**src/sv/b64enc_pkg.sv**
```systemverilog
`timescale 1ns / 1ps
package b64enc_pkg;

  localparam int QUEUE_DEPTH = 2;
  localparam int QUEUE_PTR_W = (QUEUE_DEPTH > 1) ? $clog2(QUEUE_DEPTH) : 1;
  localparam int QUEUE_CNT_W = $clog2(QUEUE_DEPTH + 1);

  localparam logic [6:0] PAD_CODE = 7'd61;

  localparam logic [1:0] NBYTES_ONE   = 2'd1;
  localparam logic [1:0] NBYTES_TWO   = 2'd2;
  localparam logic [1:0] NBYTES_THREE = 2'd3;

  localparam logic [1:0] POS_START = 2'd0;
  localparam logic [1:0] POS_ONE   = 2'd1;
  localparam logic [1:0] POS_TWO   = 2'd2;

  localparam logic [1:0] CHAR_IDX_LAST = 2'd3;

  // one complete or padded group waiting to be serialised
  typedef struct packed {
    logic [23:0] bits;
    logic [1:0]  nbytes;
    logic        last;
  } group_t;

  typedef struct packed {
    logic [1:0] pos;
    logic       push;
  } front_status_t;

  typedef struct packed {
    logic                   full;
    logic                   empty;
    logic [QUEUE_CNT_W-1:0] count;
  } queue_status_t;

  // standard alphabet lookup
  function automatic logic [6:0] b64_char(input logic [5:0] v);
    logic [6:0] v7;
    v7 = {1'b0, v};
    if (v < 6'd26) begin
      return v7 + 7'd65;
    end else if (v < 6'd52) begin
      return v7 + 7'd71;
    end else if (v < 6'd62) begin
      return v7 - 7'd4;
    end else if (v == 6'd62) begin
      return 7'd43;
    end else begin
      return 7'd47;
    end
  endfunction

endpackage

```
**src/sv/b64enc_front.sv**
```systemverilog
`timescale 1ns / 1ps
module b64enc_front import b64enc_pkg::*; (
  input  logic          clk,
  input  logic          rst,
  input  logic          in_valid,
  output logic          in_ready,
  input  logic [7:0]    data_byte,
  input  logic          final_byte,
  input  logic          queue_full,
  output group_t        push_group,
  output front_status_t status
);

  logic [15:0] pending;
  logic [1:0]  pos;
  logic [23:0] bits;
  logic [1:0]  nbytes;
  logic        accept;
  logic        push;

  always_comb begin
    case (pos)
      POS_ONE: begin
        bits   = {pending[15:8], data_byte, 8'h00};
        nbytes = NBYTES_TWO;
      end
      POS_TWO: begin
        bits   = {pending, data_byte};
        nbytes = NBYTES_THREE;
      end
      default: begin
        bits   = {data_byte, 16'h0000};
        nbytes = NBYTES_ONE;
      end
    endcase
  end

  assign in_ready = !queue_full;
  assign accept   = in_valid && in_ready;
  assign push     = accept && ((nbytes == NBYTES_THREE) || final_byte);

  assign push_group.bits   = bits;
  assign push_group.nbytes = nbytes;
  assign push_group.last   = final_byte;

  assign status.pos  = pos;
  assign status.push = push;

  always_ff @(posedge clk) begin
    if (rst) begin
      pending <= 16'h0000;
      pos     <= POS_START;
    end else if (accept) begin
      if (push) begin
        pending <= 16'h0000;
        pos     <= POS_START;
      end else begin
        pending <= bits[23:8];
        pos     <= nbytes;
      end
    end
  end

endmodule

```
**src/sv/b64enc_queue.sv**
```systemverilog
`timescale 1ns / 1ps
module b64enc_queue import b64enc_pkg::*; (
  input  logic          clk,
  input  logic          rst,
  input  logic          push,
  input  group_t        push_group,
  input  logic          pop,
  output group_t        head,
  output queue_status_t status
);

  group_t                 entries [QUEUE_DEPTH];
  logic [QUEUE_PTR_W-1:0] wr_ptr;
  logic [QUEUE_PTR_W-1:0] rd_ptr;
  logic [QUEUE_CNT_W-1:0] count;
  logic                   do_push;
  logic                   do_pop;

  assign status.full  = (count == QUEUE_CNT_W'(QUEUE_DEPTH));
  assign status.empty = (count == '0);
  assign status.count = count;
  assign do_push      = push && !status.full;
  assign do_pop       = pop && !status.empty;
  assign head         = entries[rd_ptr];

  always_ff @(posedge clk) begin
    if (do_push) begin
      entries[wr_ptr] <= push_group;
    end
  end

  always_ff @(posedge clk) begin
    if (rst) begin
      wr_ptr <= '0;
      rd_ptr <= '0;
      count  <= '0;
    end else begin
      if (do_push) begin
        wr_ptr <= (wr_ptr == QUEUE_PTR_W'(QUEUE_DEPTH - 1)) ? '0 : wr_ptr + 1'b1;
      end
      if (do_pop) begin
        rd_ptr <= (rd_ptr == QUEUE_PTR_W'(QUEUE_DEPTH - 1)) ? '0 : rd_ptr + 1'b1;
      end
      case ({do_push, do_pop})
        2'b10:   count <= count + 1'b1;
        2'b01:   count <= count - 1'b1;
        default: count <= count;
      endcase
    end
  end

endmodule

```
**src/sv/b64enc_back.sv**
```systemverilog
`timescale 1ns / 1ps
module b64enc_back import b64enc_pkg::*; (
  input  logic       clk,
  input  logic       rst,
  input  group_t     head,
  input  logic       queue_empty,
  output logic       pop,
  output logic       out_valid,
  input  logic       out_ready,
  output logic [6:0] char_code,
  output logic       end_of_text
);

  group_t     held;
  logic       busy;
  logic [1:0] idx;
  group_t     cur;
  logic [1:0] cur_idx;
  logic       advance;
  logic       emit;
  logic [5:0] sextet;
  logic [6:0] code;
  logic       pad;

  assign advance = !out_valid || out_ready;
  assign emit    = advance && (busy || !queue_empty);
  assign pop     = advance && !busy && !queue_empty;
  assign cur     = busy ? held : head;
  assign cur_idx = busy ? idx : 2'd0;

  always_comb begin
    case (cur_idx)
      2'd0:    sextet = cur.bits[23:18];
      2'd1:    sextet = cur.bits[17:12];
      2'd2:    sextet = cur.bits[11:6];
      default: sextet = cur.bits[5:0];
    endcase
    pad  = ((cur_idx == 2'd2) && (cur.nbytes == NBYTES_ONE)) ||
           ((cur_idx == CHAR_IDX_LAST) && (cur.nbytes != NBYTES_THREE));
    code = pad ? PAD_CODE : b64_char(sextet);
  end

  always_ff @(posedge clk) begin
    if (emit) begin
      char_code   <= code;
      end_of_text <= (cur_idx == CHAR_IDX_LAST) && cur.last;
    end
    if (pop) begin
      held <= head;
    end
  end

  always_ff @(posedge clk) begin
    if (rst) begin
      out_valid <= 1'b0;
      busy      <= 1'b0;
      idx       <= 2'd0;
    end else begin
      if (advance) begin
        out_valid <= emit;
      end
      if (emit) begin
        busy <= (cur_idx != CHAR_IDX_LAST);
        idx  <= cur_idx + 2'd1;
      end
    end
  end

endmodule

```
**src/sv/base64_stream_encoder_core.sv**
```systemverilog
`timescale 1ns / 1ps
// channel  | handshake           | payload
// input    | in_valid, in_ready  | data_byte[7:0], final_byte
// output   | out_valid, out_ready| char_code[6:0], end_of_text
//
// a byte is taken every cycle while the group queue has room; a group's
// four characters leave one per cycle from the output register while
// out_ready allows, so the single output port sets the sustained byte rate
// the byte that closes a group is written into the queue, then its first character is registered at the output
// reset clears the group position, the queue pointers and the output valid
// either side may stall alone: the two-entry queue holds finished groups
module base64_stream_encoder_core import b64enc_pkg::*; (
  input  logic       clk,
  input  logic       rst,
  input  logic       in_valid,
  output logic       in_ready,
  input  logic [7:0] data_byte,
  input  logic       final_byte,
  output logic       out_valid,
  input  logic       out_ready,
  output logic [6:0] char_code,
  output logic       end_of_text
);

  group_t        push_group;
  group_t        head;
  front_status_t front_status;
  queue_status_t queue_status;
  logic          pop;

  b64enc_front u_front (
    .clk        (clk),
    .rst        (rst),
    .in_valid   (in_valid),
    .in_ready   (in_ready),
    .data_byte  (data_byte),
    .final_byte (final_byte),
    .queue_full (queue_status.full),
    .push_group (push_group),
    .status     (front_status)
  );

  b64enc_queue u_queue (
    .clk        (clk),
    .rst        (rst),
    .push       (front_status.push),
    .push_group (push_group),
    .pop        (pop),
    .head       (head),
    .status     (queue_status)
  );

  b64enc_back u_back (
    .clk         (clk),
    .rst         (rst),
    .head        (head),
    .queue_empty (queue_status.empty),
    .pop         (pop),
    .out_valid   (out_valid),
    .out_ready   (out_ready),
    .char_code   (char_code),
    .end_of_text (end_of_text)
  );

  // group position never reaches the unused code
  a_pos_range: assert property (@(posedge clk) disable iff (rst)
    front_status.pos != 2'd3)
    else $error("group position out of range");

  // a completed group is only produced when the queue can take it
  a_push_room: assert property (@(posedge clk) disable iff (rst)
    front_status.push |-> !queue_status.full)
    else $error("group pushed into full queue");

  // queue occupancy stays within its depth
  a_queue_count: assert property (@(posedge clk) disable iff (rst)
    queue_status.count <= QUEUE_CNT_W'(QUEUE_DEPTH))
    else $error("queue count overflow");

  // a pop always leaves a fresh character in the output register
  a_pop_emits: assert property (@(posedge clk) disable iff (rst)
    pop |=> out_valid)
    else $error("group popped without output");

endmodule
```
**config.mk**
```make
export PLATFORM = sky130hd
export DESIGN_NAME = base64_stream_encoder_core
export DESIGN_NICKNAME = d
export VERILOG_FILES = /design/src/sv/b64enc_pkg.sv /design/src/sv/b64enc_front.sv /design/src/sv/b64enc_queue.sv /design/src/sv/b64enc_back.sv /design/src/sv/base64_stream_encoder_core.sv
export SDC_FILE = /design/constraint.sdc
export NUM_CORES = 1
export LEC_CHECK = 0
export BUFFER_PORTS_ARGS = -buffer_cell sky130_fd_sc_hd__buf_2
export CORE_UTILIZATION = 50
export CTS_BUF_LIST = sky130_fd_sc_hd__clkbuf_4 sky130_fd_sc_hd__clkbuf_8
export DETAILED_ROUTE_END_ITERATION = 8
export GPL_TIMING_DRIVEN = 0
export PLACE_DENSITY = 0.73
export SLEW_MARGIN = 40
export SYNTH_ARGS = -nofsm -noshare
export SYNTH_HDL_FRONTEND = slang
export SYNTH_SLANG_ARGS = --single-unit
```
**constraint.sdc**
```tcl
create_clock -name clk -period 11.7 [get_ports clk]
set_input_delay 3.51 -clock clk [delete_from_list [all_inputs] [get_ports clk]]
set_output_delay 3.51 -clock clk [all_outputs]
set_load 0.01 [all_outputs]
```
### After elaboration in Yosys (flattened, before gate mapping)

Memory sizes are Yosys's and may differ from the RTL's. A register that Yosys moved wholly into a read port is not among the register bits.
Cells that the tools add are included.

| storage, ports and cells | value |
|---|---|
| output and inout bits | 10 |
| bits in writable memories | 54 |
| word-level logic and storage cells | 77 |
| register bits | 61 |
| memories kept | 1 |

| cells by class | value |
|---|---|
| equality and inequality tests | 13 |
| mux-type cells | 18 |
| $add $sub $neg | 8 |
| $lt $le $gt $ge | 3 |
| reduce and logical (&&, ||, !) cells | 21 |

Memories:

| name | words | bits a word | read ports | clocked after memory_dff | wr ports | line | RTL |
|---|---|---|---|---|---|---|---|
| u_queue.entries | 2 | 27 | 1 | 1 | 1 | b64enc_queue.sv:12 | `group_t entries [QUEUE_DEPTH];` |

Operator list:

| kind | number |
|---|---|
| one-hot mux 24 bit (2 select lines) | 1 |
| 2-to-1 mux 27 bit | 1 |
| 2-to-1 mux 7 bit | 3 |
| one-hot mux 6 bit (3 select lines) | 1 |
| 2-to-1 mux 16 bit | 1 |
| adder 6 x 7 -> 7 bit, second input constant | 2 |
| equality test 2 bit, second input constant | 6 |
| less-than comparator 6 bit, second input constant | 2 |
| logical AND 1 bit | 10 |
| equality test 2 x 1 -> 1 bit, second input constant | 4 |
| one-hot mux 2 bit (2 select lines) | 2 |
| subtractor 6 x 3 -> 7 bit, second input constant | 1 |
| equality test 6 bit, second input constant | 1 |
| less-than comparator 6 x 5 -> 1 bit, second input constant | 1 |
| 2-to-1 mux 1 bit | 6 |
| adder 2 x 1 -> 2 bit, second input constant | 2 |
| logical NOT 1 bit | 4 |
| logical NOT 2 bit | 2 |
| logical OR 1 bit | 4 |
| 2-to-1 mux 2 bit | 2 |
| != test 2 bit, second input constant | 2 |
| 2-to-1 mux 3 bit | 1 |
| adder 1 bit, second input constant | 2 |
| nonzero test 2 bit | 1 |
| subtractor 2 x 1 -> 2 bit, second input constant | 1 |

### Logic depth before layout (Yosys ltp)

Gate-level depths: netlist of run 1.

| depth | value |
|---|---|
| depth in word-level cells | 8 |
| mapped depth | 17 |
| mapped depth without buffers | 13 |

### By module

From an unflattened synthesis of run 1, not the netlist that was laid out.

| unflattened totals | value |
|---|---|
| cells, all modules | 404 |
| area, all modules | 5287.6 µm² |

Modules (own cells, without submodules):

| module | sequential area each (µm²) | area each (µm²) | cells an instance | times used |
|---|---|---|---|---|
| b64enc_queue | 1721.7 | 2164.6 | 110 | 1 |
| b64enc_back | 1131.1 | 2135.8 | 174 | 1 |
| b64enc_front | 360.3 | 987.2 | 120 | 1 |

### Worst setup path after synthesis of run 1

Ideal clock, no wire load.

| timing path | value |
|---|---|
| path kind | input to register |
| from | input out_ready |
| to | register u_queue.count[1] |
| required time | 11630 ps |
| setup time | 70 ps |
| data arrival time | 6677 ps |
| stages on the path | 5 |
| path slack | 4953 ps |
| buffers on the path | 0 |
| cell sequence | nor2b_1 -> nor3_1 -> ha_1 -> or3_1 -> a21oi_1 |

| on the way | value |
|---|---|
| cells in the longest elaborated chain, start to end | 6 |

Ends and longest elaborated chain:

| item | line | RTL |
|---|---|---|
| start: declaration | base64_stream_encoder_core.sv:20 | `input logic out_ready,` |
| logical OR 1 bit (*) | b64enc_back.sv:25 | `assign advance = !out_valid \|\| out_ready;` |
| logical AND 1 bit (*) (2 in a row) | b64enc_back.sv:27 | `assign pop = advance && !busy && !queue_empty;` |
| via pop | base64_stream_encoder_core.sv:29 | `logic pop;` |
| logical AND 1 bit (*) | b64enc_queue.sv:23 | `assign do_pop = pop && !status.empty;` |
| equality test 2 x 1 -> 1 bit or equality test 2 bit (tied branches) | b64enc_queue.sv:44 | `case ({do_push, do_pop})` |
| one-hot mux 2 bit (2 select lines) or nonzero test 2 bit (tied branches) | n/a |  |
| end signal: assignment | b64enc_queue.sv:45 | `2'b10: count <= count + 1'b1;` |
| end signal: assignment | b64enc_queue.sv:46 | `2'b01: count <= count - 1'b1;` |
| end signal: assignment | b64enc_queue.sv:47 | `default: count <= count;` |
| end: declaration | b64enc_queue.sv:15 | `logic [QUEUE_CNT_W-1:0] count;` |

The timed path passes the listed nets; every way through them passes the cells marked *.
A chain may end at the register's enable or synchronous reset.

### Worst setup path after layout of run 1

Ends and elaborated chain as after synthesis.

==> metrics.md, run 1 <==
| Metric | Value |
|---|---|
| Total power | 1.485 mW |
| Root buf cell | clkbuf_8 |
| Crit. End Element | flip-flop |
| Synth Cell Area | 0.005285 mm2 |
| Setup crit start | out_ready |
| Syn nets | 454 |
| Max-Cap Viols | 0 |
| GR Overflow Total | 0 |
| Max Freq | 207.7 MHz |
| Setup TNS Final | 0 ps |
| Die Wd | 104.8 um |
| Final Max Slew Viols | 0 |
| Multi-input gate area | 0.001908 mm2 |
| Initial antenna violation count | 0 |
| Clk_lat worst skew | 430 ps |
| Worst hold path type | flip-flop to flip-flop |
| Final Hold Fails | 0 |
| Reg clk slew, reported paths | 70 ps |
| Sequential element share of the synthesized area | 0.6080 |
| CTS Buffer Depth | 2 |
| Ys flop type | edfxtp_1 |
| Hold buffers post-CTS | 0 |
| RSZ-0062 raised after global routing | false |
| Number of post-CTS setup repair buffers | 0 |
| H-tree depth | 4 |
| Worst Path Required | 12,060 ps |
| Port bufs | 21 |
| CP peak stage delay | 380 ps |
| Filler cells | 821 |
| Number of remaining DRC errors | 0 |
| Worst setup margin | 6886 ps |
| Post-cts sizing count | 0 |
| CP arrival | 5170 ps |
| Reg2reg start | u_back.busy$_SDFFE_PP0P_ |
| Slew headroom | 0.5059 |
| Crit path depth | 7 |
| Yosys warnings | 0 |
| CTS Buf Count | 17 |
| Most frequent cells in the layout | edfxtp_1 (89), nor2_1 (45), a22oi_1 (30) |
| Tot GR Track Use | 0.2066 |
| DR iter-0 viols | 112 |
| Area delta synth->final | 13.97% |
| Starting Density | 0.5142 |
| Dpl ws | 6429 ps |
| Die height | 104.8 um |
| Wire length per cell | 17.04 um |
| Core ar. | 0.01028 mm2 |
| PwrDens | 246.5 mW/mm2 |
| FFs w/ async S/R, synth | 0 |
| Min Clock Period, post-route | 4814 ps |
| Via count | 3,511 |
| Inserted Diodes | 0 |
| Clk_skew | 13.41 ps |
| Rows | 37 |
| Cell leakage power | 2.149 nW |
| Final period utilization | 0.4115 |
| CP bufs+invs | 2 |
| I/O pins | 23 |
| R2r setup slk | 7080 ps |
| Delay-heaviest family, CP | simple AND/OR/NAND/NOR gates |
| Finish-stage setup viols | 0 |
| DP Wirelength | 7518 um |
| Register area | 0.003213 mm2 |
| Number of synthesized flops with an enable pin | 89 |
| Worst r2r dst | u_back.char_code[1]$_SDFFCE_PP0P_ |
| Routability Congestion | 0.8421 |
| VDD IR max | 0.1111 mV |
| Slowest CP cell | or3_1 |
| CTS Sinks | 116 |
| Die ar. | 0.01099 mm2 |
| Critical path class | primary input to flip-flop |
| Critical Path End | u_queue.count[1]$_SDFFE_PP0P_ |
| Cells after synthesis | 426 |
| Final Net Count | 500 |
| Crit path max fanout | 7 |
| Slew @ Worst Pin | 733.3 ps |
| R2R depth | 16 |
| CTS tree | yes |
| DR vias/cell | 5.654 |
| Vias in the first global route | 3,415 |
| Outcome | finished clean |
| Post-DRT Antenna Nets | 0 |
| Share of cells above drive strength 1 | 0.2206 |
| Commonest non-fill, non-tap cell in the layout | edfxtp_1 |
| Startpoint class of the critical path | primary input |
| Largest net degree at the start of global routing | 21 |
| Avg Inst Size Synth | 12.41 um2 |
| Seq cells post-synth | 116 |
| Crit path cell chain | buf_2 > nor2b_1 > nor3_2 > buf_4 > ha_1 > or3_1 > a21oi_1 |
| Synth unique cells | 51 |
| Pre-antenna DRT Iters | 5 |
| WL final | 10,580 um |
| First-pass GRT wire length | 17,020 um |
==> state kept, by name, summed over array words and instances (netlist names), named ones only <==
name and count:
u_front.pos 2, u_queue.wr_ptr 1, u_back.busy 1, u_queue.rd_ptr 1
u_queue.entries 54, u_back.held 27, u_back.char_code 7, u_back.end_of_text 1
u_front.pending 16, u_back.idx 2, u_back.out_valid 1, u_queue.count 2
==> how the worst min path moves through the flow <==
stage | start | endpoint | slack [ps] | cells after the start
4_1_cts | u_back.idx[1]$_SDFFE_PP0P_ | u_back.idx[1]$_SDFFE_PP0P_ | 500 | 2
3_5_place_dp | u_back.idx[0]$_SDFFE_PP0P_ | u_back.idx[0]$_SDFFE_PP0P_ | 490 | 2
6_report | u_back.idx[0]$_SDFFE_PP0P_ | u_back.idx[0]$_SDFFE_PP0P_ | 500 | 2
3_3_place_gp | u_back.idx[0]$_SDFFE_PP0P_ | u_back.idx[0]$_SDFFE_PP0P_ | 470 | 2
5_1_grt | u_back.idx[1]$_SDFFE_PP0P_ | u_back.idx[1]$_SDFFE_PP0P_ | 510 | 2
2_1_floorplan | u_back.idx[0]$_SDFFE_PP0P_ | u_back.idx[0]$_SDFFE_PP0P_ | 460 | 2
==> layer usage <==
layer	routed length, um	global-route usage	part of all wire
met2	5407	0.3500	0.51
met1	4506	0.2439	0.43
met4	165	0.08753	0.016
met5	0	0	0
met3	503	0.06238	0.048
==> cell families after synthesis <==
kind of cell,after synthesis,share of synthesized area
and+or+nand+nor,118,0.1035
DFF,116,0.6080
AOI/OAI and AO/OA,98,0.1352
buffers and inverters,40,0.03551
muxes,33,0.07244
adders and majority gates,15,0.03551
xor gates and xnor gates,6,0.009943
==> area by class of cell <==
class	count	area share
Timing Repair Buffer	27	0.02659
Multi-Input combinational cell	270	0.3168
Sequential cell	116	0.5334
Inverter	17	0.01059
Tap cell	136	0.02825
Buffer	23	0.02057
Clock inverter	13	0.02243
Clock buffer	19	0.04134
==> tightest hold or removal path: stages (launching register included) <==
cell and delay, ps:
dfxtp_1 330, o22ai_1 70, nor2_1 70
==> synthesized netlist by cell type (all sizes together), types with 6 or more instances <==
cell | instances | area share
edfxtp | 89 | 0.51
nor2 | 47 | 0.033
a22oi | 32 | 0.047
nand2 | 29 | 0.021
dfxtp | 27 | 0.10
mux2 | 27 | 0.061
o21ai | 19 | 0.018
inv | 17 | 0.012
ha | 15 | 0.036
clkbuf | 14 | 0.0099
nand2b | 13 | 0.015
o211ai | 12 | 0.017
a21oi | 9 | 0.0092
and2 | 9 | 0.011
buf | 9 | 0.013
mux2i | 6 | 0.011
==> report_power, final <==
group / total [mW] / switching [mW] / internal [mW]
Sequential: 0.590 / 0.0252 / 0.565
Clock: 0.353 / 0.160 / 0.193
Combinational: 0.542 / 0.330 / 0.211
Total: 1.49 / 0.516 / 0.969
==> per-stage QoR <==
stage,area (um2),hold WS [ps],utilization,cells
2_1_floorplan,5285,460.2,-,426
3_3_place_gp,5560,471.4,0.5410,583
3_5_place_dp,5639,485.7,0.5487,589
4_1_cts,6023,496.4,0.5861,621
5_1_grt,6023,513.6,0.5861,621
6_report,6023,501.9,0.5861,621
Power figures use the tool's default switching activity.
==> run 2, diff against run 1 <==
==> constraint.sdc (replaced) <==
create_clock -name clk -period 4.8 [get_ports clk]
set_input_delay 1.44 -clock clk [delete_from_list [all_inputs] [get_ports clk]]
set_output_delay 1.44 -clock clk [all_outputs]
set_load 0.01 [all_outputs]
==> run 2 against run 1 <==
  * Combinational power increased by 140%
  * Power rose by 140%
  * Sequential share of layout area stayed put
  * Critical path type is now flip-flop to flip-flop
  * Largest power group unchanged
==> metrics.md, run 2 (synthesized netlist as in run 1, its figures left out) <==
| Metric | Value |
|---|---|
| Clk network pwr share | 0.238 |
| Critical path class | flip-flop to flip-flop |
| Multi-input gate area | 0.001908 mm2 |
| Crit path max fanout | 10 |
| CTS tree | yes |
| Most used routing layer | met2 |
| Slew @ Worst Pin | 746.1 ps |
| R2R depth | 17 |
| Hold Crit Start | u_back.idx[0]$_SDFFE_PP0P_ |
| Final Net Count | 500 |
| Via count | 3,516 |
| Clk_lat worst skew | 430 ps |
| CTS Buffer Depth | 2 |
| CTS Buf Count | 17 |
| Die Wd | 104.8 um |
| Rows | 37 |
| Placed Area | 0.005639 mm2 |
| Final period utilization | 0.9276 |
| Routability Congestion | 0.8421 |
| I/O pins | 23 |
| Setup crit start | u_back.busy$_SDFFE_PP0P_ |
| Net Switching | 1.257 mW |
| Register area | 0.003213 mm2 |
| Startpoint class of the critical path | flip-flop |
| Share of cells above drive strength 1 | 0.2206 |
| DR iter-0 viols | 112 |
| Most frequent cells in the layout | edfxtp_1 (89), nor2_1 (45), a22oi_1 (30) |
| Tot GR Track Use | 0.2066 |
| Port bufs | 21 |
| Final Max Slew Viols | 0 |
| Die ar. | 0.01099 mm2 |
| Inserted Diodes | 0 |
| Worst hold path type | flip-flop to flip-flop |
| Filler cells | 821 |
| RSZ-0062 raised after global routing | false |
| Post-cts sizing count | 0 |
| Post-route cell area | 0.006023 mm2 |
| CP arrival | 4580 ps |
| Wire length per cell | 17.03 um |
| Flip-flop count of the largest register after layout | 54 |
| First-pass GRT wire length | 17,020 um |
| Dpl ws | 215.3 ps |
| Die height | 104.8 um |
| Vias in the first global route | 3,415 |
| Number of remaining DRC errors | 0 |
| Outcome | finished clean |
| Initial antenna violation count | 0 |
| Root buf cell | clkbuf_8 |
| Reg2reg start | u_back.busy$_SDFFE_PP0P_ |
| VDD IR max | 0.2708 mV |
| CTS Sinks | 116 |
| Worst hold stages | 2 |
| Hold buffers post-CTS | 0 |
| Combinational share of power | 0.365 |
| WL final | 10,580 um |
| Clk_skew | 13.39 ps |
| Internal cell power | 2.364 mW |
| Total power | 3.621 mW |
| Met3 Track Usage GR | 0.06238 |
| Sequential share of power | 0.397 |
| Pre-antenna DRT Iters | 5 |
| Max Freq | 224.6 MHz |
| DP Wirelength | 7518 um |
| Reg clk slew, reported paths | 70 ps |
| Crit. End Element | flip-flop |
| Min Clock Period, post-route | 4453 ps |
| Biggest regs | u_queue.entries (54), u_back.held (27), u_front.pending (16) |
| Max-Cap Viols | 0 |
| Worst Path Required | 4920 ps |
| Largest Register | u_queue.entries |
| Worst setup margin | 347.3 ps |
| GR Overflow Total | 0 |
| Number of post-CTS setup repair buffers | 0 |
| Largest net degree at the start of global routing | 21 |
| Slew headroom | 0.5026 |
| Finish-stage setup viols | 0 |
| Core ar. | 0.01028 mm2 |
| Area delta synth->final | 13.97% |
| Final Hold Fails | 0 |
| PwrDens | 601.1 mW/mm2 |
| Met1 Usage GRT | 0.2439 |
| Commonest non-fill, non-tap cell in the layout | edfxtp_1 |
| H-tree depth | 4 |
| Sw frac | 0.3471 |
| Starting Density | 0.5142 |
| DR vias/cell | 5.662 |
| Global Route met2 Usage | 0.3500 |
| Cell leakage power | 2.149 nW |
| Post-DRT Antenna Nets | 0 |
==> run 2: cell counts in the layout (fill, tap and decap cells not counted) <==
No cell type changed its count.
==> run 2: layout make-up <==
cell class                 instances  share of cell area
buffer                            23             0.02057
clock buffer                      19             0.04134
clock inverter                    13             0.02243
inverter                          17             0.01059
multi-input combinational        270              0.3168
sequential                       116              0.5334
tap                              136             0.02825
timing repair buffer              27             0.02659
==> run 2: critical path, stage by stage (launching register included) <==
cell	delay [ps]
dfxtp_1	440
buf_2	270
buf_2	270
buf_2	270
and2_1	230
inv_1	80
ha_1	180
buf_2	190
a22o_1	220
a211oi_1	290
o31a_1	280
inv_1	150
ha_1	320
a31o_2	240
a41oi_1	220
o21ai_1	210
o211ai_1	140
o221ai_1	130
==> run 2: per-stage QoR <==
stage | hold WS (ps) | cells | TNS, ps | util
finish | 501.9 | 621 | 0 | 0.5861
global route | 513.6 | 621 | 0 | 0.5861
CTS | 496.4 | 621 | 0 | 0.5861
detailed placement | 485.7 | 589 | 0 | 0.5487
global placement | 471.4 | 583 | -6683 | 0.5410
floorplan | 460.2 | 426 | 0 | -
==> run 2: path summary, 6_finish.rpt <==
kind,end,slack [ps]
worst max-delay path,u_back.char_code[2]$_SDFFCE_PP1P_,350
worst min-delay path,u_back.idx[0]$_SDFFE_PP0P_,500
worst max register to register,u_back.char_code[2]$_SDFFCE_PP1P_,350
worst min register to register,u_back.idx[0]$_SDFFE_PP0P_,500
==> run 2: power groups by stage <==
stage | Sequential [mW] | Combinational [mW] | Clock, mW
CTS | 1.44 | 1.32 | 0.878
finish | 1.44 | 1.32 | 0.860
global placement | 1.46 | 1.24 | 0
detailed placement | 1.46 | 1.30 | 0
floorplan | 1.48 | 0.936 | 0
global route | 1.46 | 1.46 | 0.919
==> run 2: metal layers <==
| layer | part of all wire | vias to the layer above |
|---|---|---|
| met5 | 0 | - |
| met4 | 0.016 | 0 |
| met3 | 0.048 | 18 |
| met2 | 0.51 | 106 |
| met1 | 0.43 | 1712 |
| li1 | - | 1680 |
==> run 3, diff against run 2 <==
--- a/config.mk
+++ b/config.mk
@@ -6,11 +6,12 @@
 export NUM_CORES = 1
 export LEC_CHECK = 0
 export BUFFER_PORTS_ARGS = -buffer_cell sky130_fd_sc_hd__buf_2
-export CORE_UTILIZATION = 50
+export CORE_MARGIN = 3
+export CORE_UTILIZATION = 55
 export CTS_BUF_LIST = sky130_fd_sc_hd__clkbuf_4 sky130_fd_sc_hd__clkbuf_8
 export DETAILED_ROUTE_END_ITERATION = 8
 export GPL_TIMING_DRIVEN = 0
-export PLACE_DENSITY = 0.73
+export PLACE_DENSITY = 0.78
 export SLEW_MARGIN = 40
 export SYNTH_ARGS = -nofsm -noshare
 export SYNTH_HDL_FRONTEND = slang
==> run 3 against run 2 <==
  * Clock-buffer cell count down 1
  * Sequential cell count unchanged
  * Clock power rose by 15%
  * Largest power group unchanged
  * Die area shrank 1.5%
  * Power up 3.7%
  * Clock skew about the same
  * Worst hold slack gained 6.9 ps
  * Highest routed layer unchanged
  * Largest cell class unchanged
  * Via count is 0.71% higher
  * Sequential power barely moved
  * Sequential share of layout area fell by 0.45 points
  * Wire length grew 1.5%
==> metrics.md, run 3 (synthesized netlist as in run 1, its figures left out) <==
| Metric | Value |
|---|---|
| Post-DRT Antenna Nets | 0 |
| Max-Cap Viols | 0 |
| Flip-flop count of the largest register after layout | 54 |
| Clk_lat worst skew | 420 ps |
| CP arrival | 4600 ps |
| Number of remaining DRC errors | 0 |
| Max Freq | 223.7 MHz |
| Sequential share of power | 0.384 |
| H-tree depth | 4 |
| Slowest CP cell | dfxtp_1 |
| Biggest regs | u_queue.entries (54), u_back.held (27), u_front.pending (16) |
| Most frequent cells in the layout | edfxtp_1 (89), nor2_1 (45), a22oi_1 (30) |
| Wire length per cell | 17.51 um |
| Port bufs | 21 |
| Most used cell, CP | buf_2 |
| First-pass GRT wire length | 17,880 um |
| Net Switching | 1.282 mW |
| Commonest non-fill, non-tap cell in the layout | edfxtp_1 |
| I/O pins | 23 |
| Non-filler cells, final | 613 |
| Final Net Count | 499 |
| Hold buffers post-CTS | 0 |
| Share of cells above drive strength 1 | 0.2252 |
| Final Util | 0.6543 |
| Internal cell power | 2.474 mW |
| DR iter-0 viols | 206 |
| GR Overflow Total | 0 |
| Via count | 3,541 |
| DR vias/cell | 5.777 |
| Final Max Slew Viols | 0 |
| Slew headroom | 0.5741 |
| Critical path class | flip-flop to flip-flop |
| Cell leakage power | 2.172 nW |
| Total power | 3.755 mW |
| Clk_skew | 13.83 ps |
| Starting Density | 0.5693 |
| Worst Path Required | 4930 ps |
| Reg clk slew, reported paths | 80 ps |
| Final period utilization | 0.9312 |
| Final Hold Fails | 0 |
| Routability Congestion | 0.9322 |
| Placed Area | 0.005623 mm2 |
| Hold Crit Start | u_back.idx[0]$_SDFFE_PP0P_ |
| CTS tree | yes |
| Dpl cells | 581 |
| Min Clock Period, post-route | 4470 ps |
| VDD IR max | 0.2804 mV |
| Worst hold path type | flip-flop to flip-flop |
| Startpoint class of the critical path | flip-flop |
| Tot GR Track Use | 0.2083 |
| Largest Register | u_queue.entries |
| CTS Buffer Depth | 2 |
| Die height | 104.0 um |
| CP bufs+invs | 5 |
| Die ar. | 0.01082 mm2 |
| RSZ-0062 raised after global routing | false |
| Post-route cell area | 0.006075 mm2 |
| Crit path max fanout | 10 |
| Outcome | finished clean |
| CTS Buf Count | 17 |
| Sw frac | 0.3412 |
| Vias in the first global route | 3,547 |
| Initial antenna violation count | 0 |
| PwrDens | 618.2 mW/mm2 |
| Slew @ Worst Pin | 638.9 ps |
| Reg2reg start | u_back.busy$_SDFFE_PP0P_ |
| Inserted Diodes | 0 |
| WL final | 10,730 um |
| Pre-antenna DRT Iters | 5 |
| CP peak stage delay | 470 ps |
| Finish-stage setup viols | 0 |
| DP Wirelength | 7790 um |
| CTS Sinks | 116 |
| Core ar. | 0.009284 mm2 |
| Crit path cell chain | buf_2 > buf_2 > buf_2 > nand2_1 > ha_1 > clkbuf_1 > a22o_1 > a211oi_1 > o31a_1 > inv_1 > ha_1 > a31o_2 > a41oi_1 > o21ai_2 > o211ai_1 > o221ai_1 |
| Die Wd | 104.0 um |
| Setup crit start | u_back.busy$_SDFFE_PP0P_ |
| Combinational share of power | 0.353 |
| Largest net degree at the start of global routing | 17 |
| Clk network pwr share | 0.263 |
| Area delta synth->final | 14.94% |
| Delay-heaviest family, CP | compound AO/OA/AOI/OAI gates |
| Crit. End Element | flip-flop |
| Rows | 35 |
| Root buf cell | clkbuf_8 |
-- run 3: final cells by class --
| cell class | instances | area [um2] |
|---|---|---|
| flip-flops and latches | 116 | 3213 |
| fillers | 693 | 3209 |
| multi-input cells | 270 | 1912 |
| clock buffers | 18 | 247.7 |
| clock inverters | 14 | 200.2 |
| well taps | 129 | 161.4 |
| repair buffers | 26 | 152.6 |
| plain buffers | 23 | 123.9 |
| inverters | 17 | 63.81 |
-- run 3: worst reg2reg max path: cells and delay by family, from the launching register on --
| family | cells | cell delay, ps |
|---|---|---|
| adders and majority gates | 2 | 550 |
| and+or+nand+nor | 1 | 160 |
| buffers and inverters | 5 | 1240 |
| DFF | 1 | 470 |
| AOI/OAI and AO/OA | 8 | 1750 |
-- run 3: power by group through the flow --
stage / clock network (mW) / registers [mW] / logic [mW]
2_1_floorplan: 0 / 1.48 / 0.936
3_3_place_gp: 0 / 1.47 / 1.25
3_5_place_dp: 0 / 1.46 / 1.31
4_1_cts: 1.00 / 1.44 / 1.32
5_1_grt: 1.05 / 1.46 / 1.47
6_report: 0.988 / 1.44 / 1.33
-- run 3: worst paths after layout --
path	end	slack [ps]	cells past startpoint
setup reg to reg	u_back.char_code[2]$_SDFFCE_PP1P_	330	16
setup / recovery	u_back.char_code[2]$_SDFFCE_PP1P_	330	16
hold / removal	u_back.idx[0]$_SDFFE_PP0P_	510	2
hold reg to reg	u_back.idx[0]$_SDFFE_PP0P_	510	2
-- run 3: metal layers --
layer | vias up | global-route usage | wire length [um]
met5 | - | 0 | 0
met2 | 123 | 0.3459 | 5435
met4 | 0 | 0.1092 | 339
met1 | 1713 | 0.2585 | 4479
met3 | 27 | 0.04097 | 479
li1 | 1678 | - | -
-- run 3: what timing repair did --
item,in CTS,in global routing
setup buffers,0,0
endpoints found under the hold margin,0,0
resized for setup,0,2
setup endpoints to repair,0,3
-- run 3: stage by stage --
| stage | setup WS (ps) | setup TNS (ps) | hold slack, ps |
|---|---|---|---|
| after floorplan | 122.5 | 0 | 460.2 |
| after global placement | -770.4 | -3645 | 479.7 |
| after detailed placement | 83.32 | 0 | 487.9 |
| after CTS | 9.986 | 0 | 508.8 |
| after global routing | 34.74 | 0 | 531.4 |
| final | 330.1 | 0 | 508.8 |
